**src/sv/rdpt_pkg.sv**
```systemverilog
`timescale 1ns / 1ps
`default_nettype none

package rdpt_pkg;

   localparam int MAX_ENTRIES = 64;
   localparam int ADDR_W      = (MAX_ENTRIES > 1) ? $clog2(MAX_ENTRIES) : 1;
   localparam int CNT_W       = $clog2(MAX_ENTRIES + 1);
   localparam int COORD_W     = 16;
   localparam int INDEX_W     = 6;
   localparam int MARGIN_W    = 16;
   localparam int MAG_W       = COORD_W;
   localparam int SQ_W        = 2 * MAG_W;
   localparam logic [MARGIN_W-1:0] MARGIN_RESET = 16'd500;

   typedef struct packed {
      logic signed [COORD_W-1:0] pos_x;
      logic signed [COORD_W-1:0] pos_y;
   } point_type;

   typedef struct packed {
      logic               is_new;
      logic [INDEX_W-1:0] entry_index;
      logic               table_full;
   } result_type;

   typedef enum logic [1:0] {
      ST_IDLE,
      ST_SCAN,
      ST_FINISH
   } state_type;

   function automatic logic [INDEX_W-1:0] to_index(input logic [CNT_W-1:0] v);
      logic [CNT_W+INDEX_W-1:0] ext;
      ext = {{INDEX_W{1'b0}}, v};
      return ext[INDEX_W-1:0];
   endfunction

   function automatic logic [MAG_W-1:0] abs_diff(input logic signed [COORD_W-1:0] a,
                                                 input logic signed [COORD_W-1:0] b);
      logic signed [COORD_W:0] d;
      logic signed [COORD_W:0] n;
      d = {a[COORD_W-1], a} - {b[COORD_W-1], b};
      n = -d;
      return d[COORD_W] ? n[MAG_W-1:0] : d[MAG_W-1:0];
   endfunction

endpackage

`default_nettype wire

```
**src/sv/radius_dedup_point_table.sv**
```systemverilog
// Flow: an accepted req word is compared against the stored entries in index order
// through a registered read, difference and square pipeline; the walk stops at the first
// close entry. A new req word is taken only in idle, after the previous answer is issued;
// a held rsp word delays the next answer until it is taken.
// Reset: synchronous active-high reset empties the table and sets margin to 500;
// table contents are not cleared, only the entry count.
`timescale 1ns / 1ps
`default_nettype none

module radius_dedup_point_table import rdpt_pkg::*; (
   input  wire logic                clock,
   input  wire logic                reset,
   input  wire logic                req_valid,
   output logic                     req_ready,
   input  wire point_type           req_data,
   output logic                     rsp_valid,
   input  wire logic                rsp_ready,
   output result_type               rsp_data,
   input  wire logic                csr_wr_en,
   input  wire logic [MARGIN_W-1:0] csr_wr_data
);

   logic [2*COORD_W-1:0] mem [MAX_ENTRIES];

   state_type            state_ff, state_in;
   logic [MARGIN_W-1:0]  margin_ff;
   logic [SQ_W-1:0]      lim_ff;
   logic [CNT_W-1:0]     count_ff, count_in;
   point_type            pt_ff;
   logic [CNT_W-1:0]     issue_ff, issue_in;
   logic                 issue_en;

   logic                 v1_ff, v2_ff, v3_ff;
   logic [CNT_W-1:0]     idx1_ff, idx2_ff, idx3_ff;
   logic [2*COORD_W-1:0] rd_ff;
   logic [MAG_W-1:0]     dx_ff, dy_ff;
   logic [SQ_W-1:0]      sqx_ff, sqy_ff;
   logic [SQ_W:0]        sq_sum;
   logic                 hit;
   logic                 flush;

   logic                 res_hit_ff, res_hit_in;
   logic [CNT_W-1:0]     res_idx_ff, res_idx_in;

   logic                 rsp_valid_ff, rsp_valid_in;
   result_type           rsp_data_ff, rsp_data_in;
   logic                 wr_en;
   logic                 slot_free;

   assign slot_free = !rsp_valid_ff || rsp_ready;
   assign sq_sum    = {1'b0, sqx_ff} + {1'b0, sqy_ff};
   assign hit       = v3_ff && (sq_sum < {1'b0, lim_ff});
   assign issue_en  = (state_ff == ST_SCAN) && (issue_ff < count_ff) && !hit;

   always_comb begin
      state_in     = state_ff;
      count_in     = count_ff;
      issue_in     = issue_ff;
      res_hit_in   = res_hit_ff;
      res_idx_in   = res_idx_ff;
      rsp_valid_in = rsp_valid_ff && !rsp_ready;
      rsp_data_in  = rsp_data_ff;
      req_ready    = 1'b0;
      wr_en        = 1'b0;
      flush        = 1'b0;
      case (state_ff)
         ST_IDLE: begin
            req_ready = 1'b1;
            if (req_valid) begin
               issue_in   = '0;
               res_hit_in = 1'b0;
               state_in   = ST_SCAN;
            end
         end
         ST_SCAN: begin
            if (hit) begin
               res_hit_in = 1'b1;
               res_idx_in = idx3_ff;
               flush      = 1'b1;
               state_in   = ST_FINISH;
            end else if (issue_ff >= count_ff && !v1_ff && !v2_ff && !v3_ff) begin
               state_in = ST_FINISH;
            end else if (issue_en) begin
               issue_in = issue_ff + 1'b1;
            end
         end
         ST_FINISH: begin
            if (slot_free) begin
               rsp_valid_in = 1'b1;
               state_in     = ST_IDLE;
               if (res_hit_ff) begin
                  rsp_data_in = '{is_new: 1'b0, entry_index: to_index(res_idx_ff),
                                  table_full: 1'b0};
               end else if (count_ff >= CNT_W'(MAX_ENTRIES)) begin
                  rsp_data_in = '{is_new: 1'b0, entry_index: '0, table_full: 1'b1};
               end else begin
                  rsp_data_in = '{is_new: 1'b1, entry_index: to_index(count_ff),
                                  table_full: 1'b0};
                  wr_en       = 1'b1;
                  count_in    = count_ff + 1'b1;
               end
            end
         end
         default: begin
            state_in = ST_IDLE;
         end
      endcase
   end

   // table memory: one write port for append, one registered read for the walk
   always_ff @(posedge clock) begin
      if (wr_en) begin
         mem[count_ff[ADDR_W-1:0]] <= {pt_ff.pos_x, pt_ff.pos_y};
      end
      rd_ff <= mem[issue_ff[ADDR_W-1:0]];
   end

   always_ff @(posedge clock) begin
      if (req_valid && req_ready) begin
         pt_ff <= req_data;
      end
      lim_ff  <= {{MARGIN_W{1'b0}}, margin_ff} * {{MARGIN_W{1'b0}}, margin_ff};
      idx1_ff <= issue_ff;
      idx2_ff <= idx1_ff;
      idx3_ff <= idx2_ff;
      dx_ff   <= abs_diff(pt_ff.pos_x, rd_ff[2*COORD_W-1:COORD_W]);
      dy_ff   <= abs_diff(pt_ff.pos_y, rd_ff[COORD_W-1:0]);
      sqx_ff  <= {{MAG_W{1'b0}}, dx_ff} * {{MAG_W{1'b0}}, dx_ff};
      sqy_ff  <= {{MAG_W{1'b0}}, dy_ff} * {{MAG_W{1'b0}}, dy_ff};
      res_idx_ff  <= res_idx_in;
      rsp_data_ff <= rsp_data_in;
      issue_ff    <= issue_in;
   end

   always_ff @(posedge clock) begin
      if (reset) begin
         state_ff     <= ST_IDLE;
         margin_ff    <= MARGIN_RESET;
         count_ff     <= '0;
         v1_ff        <= 1'b0;
         v2_ff        <= 1'b0;
         v3_ff        <= 1'b0;
         res_hit_ff   <= 1'b0;
         rsp_valid_ff <= 1'b0;
      end else begin
         state_ff     <= state_in;
         count_ff     <= count_in;
         res_hit_ff   <= res_hit_in;
         rsp_valid_ff <= rsp_valid_in;
         if (csr_wr_en) begin
            margin_ff <= csr_wr_data;
         end
         // drop in-flight compares once the first close entry is found
         v1_ff <= issue_en && !flush;
         v2_ff <= v1_ff && !flush;
         v3_ff <= v2_ff && !flush;
      end
   end

   assign rsp_valid = rsp_valid_ff;
   assign rsp_data  = rsp_data_ff;

endmodule

`default_nettype wire
```
**config.mk**
```make
export PLATFORM = sky130hd
export DESIGN_NAME = radius_dedup_point_table
export DESIGN_NICKNAME = d
export VERILOG_FILES = /design/src/sv/rdpt_pkg.sv /design/src/sv/radius_dedup_point_table.sv
export SDC_FILE = /design/constraint.sdc
export NUM_CORES = 2
export LEC_CHECK = 0
export BUFFER_PORTS_ARGS = -buffer_cell sky130_fd_sc_hd__buf_4
export CORE_ASPECT_RATIO = 1.2
export CORE_UTILIZATION = 50
export CTS_BUF_LIST = sky130_fd_sc_hd__clkbuf_8
export DETAILED_ROUTE_END_ITERATION = 8
export GPL_TIMING_DRIVEN = 0
export PLACE_DENSITY = 0.64
export SLEW_MARGIN = 20
export SYNTH_ARGS = -nofsm -noshare
export SYNTH_HDL_FRONTEND = slang
export SYNTH_SLANG_ARGS = --single-unit
```
**constraint.sdc**
```tcl
create_clock -name clock -period 10.5 [get_ports clock]
set_input_delay 0.525 -clock clock [delete_from_list [all_inputs] [get_ports clock]]
set_output_delay 0.525 -clock clock [all_outputs]
set_load 0.02 [all_outputs]
```
==> results.json <==
{
  "netlist.area_leader.share_pct": 57.4,
  "io_pins": 63,
  "finalHoldViolations": 0,
  "final_nets": 8036,
  "clock.fmax_ghz": 0.131,
  "crit_fanout": 10,
  "synth_top_area_cell": "edfxtp_1",
  "yosys_register_bits": 2306,
  "cts_sinks": 2306,
  "setup_viol": 0,
  "cp_top_family": "adder cells",
  "root_buffer": "clkbuf_8",
  "grt_max_degree": 33,
  "finalWeightedCongestion": 0.882,
  "drive_gt1_share_pct": 21.0,
  "status": "finished clean",
  "yosys_warnings": 0,
  "track_usage_pct": 26.0,
  "slew_violations": 0,
  "syn_inst": 6419,
  "area_growth_pct": 13.9,
  "ys.flop_type": "edfxtp_1",
  "worstSkewPairLatency_ps": 1000,
  "synth.most_common_cell": "edfxtp_1",
  "io_buffers": 61,
  "final_antenna_net_count": 0,
  "regArea_um2": 67200,
  "start_util_pct": 50.3,
  "path_buf_inv": 7,
  "tightest_slew_ps": 1160,
  "rows": 188,
  "grt_overflow": 0,
  "drt_iter0_drc": 5643,
  "cts-htree-levels": 5,
  "core_um2": 219000,
  "die_area_um2": 222000,
  "fin_crit_ps": 7660,
  "drtPass1Iterations": 6,
  "clockBufferDepth": 4,
  "maxCapViolations": 0,
  "async_flop_share_pct": 0,
  "cts_tree": "done",
  "cp-end-kind": "flop",
  "dieWidth_um": 430,
  "fin_worst_skew_ps": 85.4,
  "synth-edff-count": 2101,
  "grt_pass1_wl_mm": 415,
  "synth_area_leaders": "edfxtp_1 57%, mux4_2 14%, fa_1 8.9%, ha_1 4.6%, dfxtp_1 3.7%",
  "arrival_ps": 8400,
  "synth.avg_cell_area_um2": 17.1,
  "crit_path_start_kind": "flop",
  "syn_nets": 7365,
  "cts.clk_slew.worst_paths_ps": 60,
  "multi_input_area_um2": 39100,
  "routed_via_density": 5.76,
  "slowest_delay_ps": 870,
  "slew_headroom_pct": 22.8,
  "postCtsSetupRepairBufs": 0,
  "tns_ps": 0,
  "vias": 58953,
  "synth_commonest_cells": "2101 x edfxtp_1, 844 x inv_1, 672 x mux4_2",
  "grt_pass1_vias": 62471,
  "hp-class": "input port to flop",
  "die_h_um": 516,
  "crit_slowest_cell": "o311ai_0",
  "fin_crit_sh_pct": 73.0,
  "wirelength_mm": 283,
  "synth_cell_types": 88,
  "syn-cell-area_um2": 110000,
  "dp_hpwl_mm": 210,
  "cts-buffers-inserted": 361,
  "path_class": "flop to flop",
  "fillers": 16404,
  "wl_per_cell_um": 27.7,
  "required_ps": 11240,
  "rsz0062_at_grt": "false",
  "ys_seq_area_share_pct": 61.1,
  "drc": 0,
  "antenna_found_initial": 18
}
==> cell usage in the layout, fill, tap and decap left out, types with 33 or more instances in the layout <==
master / netlist / final
nor2_1: 223 / 163
edfxtp_1: 2101 / 2101
a21o_1: 50 / 50
inv_1: 844 / 967
clkinv_2: 0 / 38
a21oi_1: 115 / 115
nor2b_1: 33 / 33
nand3_1: 41 / 41
clkbuf_8: 0 / 372
o21ai_0: 63 / 63
xor2_1: 51 / 51
nor2_4: 0 / 60
dlygate4sd3_1: 0 / 51
clkbuf_1: 161 / 150
fa_1: 488 / 488
mux4_2: 672 / 672
and2_1: 119 / 119
buf_2: 47 / 62
dfxtp_1: 205 / 205
ha_1: 405 / 405
buf_16: 0 / 72
nand2_1: 281 / 281
buf_8: 0 / 77
xnor2_1: 146 / 146
clkinv_1: 1 / 77
buf_4: 3 / 70
==> tightest hold or removal path, delay by kind of cell <==
family / cells / cell delay (ps)
multiplexers: 1 / 200
AND/OR/NAND/NOR: 1 / 70
buffers and inverters: 1 / 290
==> metrics by stage <==
step	worst slack [ps]	utilization (%)	hold slack [ps]	cell area (um2)	cells
after floorplan	4300	-	310	110000	6419
after global placement	341	52.2	314	114000	9330
after detailed placement	2980	54.1	313	118000	9525
after CTS	2940	57.3	117	125000	10212
after global routing	2590	57.3	188	125000	10225
final	2840	57.3	171	125000	10233
==> worst paths after layout <==
path / start / to / slack, ps / cells past startpoint
hold reg to reg: idx2_ff[5]$_DFF_P_ / idx3_ff[5]$_DFF_P_ / 330 / 0
hold / removal: csr_wr_en / margin_ff[15]$_SDFFE_PP0P_ / 170 / 3
setup reg to reg: margin_ff[1]$_SDFFE_PP0P_ / lim_ff[24]$_DFF_P_ / 2840 / 25
setup / recovery: margin_ff[1]$_SDFFE_PP0P_ / lim_ff[24]$_DFF_P_ / 2840 / 25
==> layer usage <==
metal | wire [um] | share of wire, % | GRT usage (%) | vias up
li1 | - | - | - | 25288
met1 | 105000 | 37 | 32.1 | 30798
met2 | 144000 | 51 | 44.5 | 2307
met3 | 20700 | 7.3 | 4.83 | 550
met4 | 13600 | 4.8 | 11.9 | 10
met5 | 61 | 0.022 | 0 | -
==> logic make-up (layout without fill, tap and decap cells) <==
| group | Yosys count | count (layout) | share of synthesized area (%) |
|---|---|---|---|
| AOI/OAI and AO/OA | 411 | 411 | 2.56 |
| buffers and inverters | 1079 | 2023 | 3.77 |
| adders and majority gates | 893 | 893 | 13.5 |
| DFF | 2306 | 2306 | 61.1 |
| other | 0 | 20 | 0 |
| xor gates and xnor gates | 197 | 197 | 1.57 |
| and+or+nand+nor | 842 | 842 | 3.59 |
| muxes | 691 | 691 | 13.9 |
==> area by class of cell <==
class	instances	share of cell area (%)
Inverter	846	2.53
Antenna cell	20	0.0399
Multi-Input combinational cell	3034	31.2
Tap cell	2850	2.85
Buffer	233	0.791
Clock inverter	264	1.06
Clock buffer	372	4.09
Timing Repair Buffer	308	3.80
Sequential cell	2306	53.6
==> what timing repair did <==
| item | in CTS | in global routing |
|---|---|---|
| hold endpoints to repair | 52 | 0 |
| gates resized for setup | 0 | 0 |
| hold buffers | 51 | 0 |
==> registers in the layout, indices dropped and copies added, names as in the netlist, 2 cells and up <==
name / flops
rsp_data: 8
lim_ff: 31
state_ff: 2
sqx_ff: 31
idx3_ff: 6
mem: 2048
idx2_ff: 6
issue_ff: 7
idx1_ff: 6
dy_ff: 16
sqy_ff: 31
pt_ff: 32
count_ff: 7
rd_ff: 32
margin_ff: 16
dx_ff: 16
res_idx_ff: 6
Power is left out: the tool's default activity adds up to more than one toggle a clock period on the data nets, which glitch-free logic cannot reach.
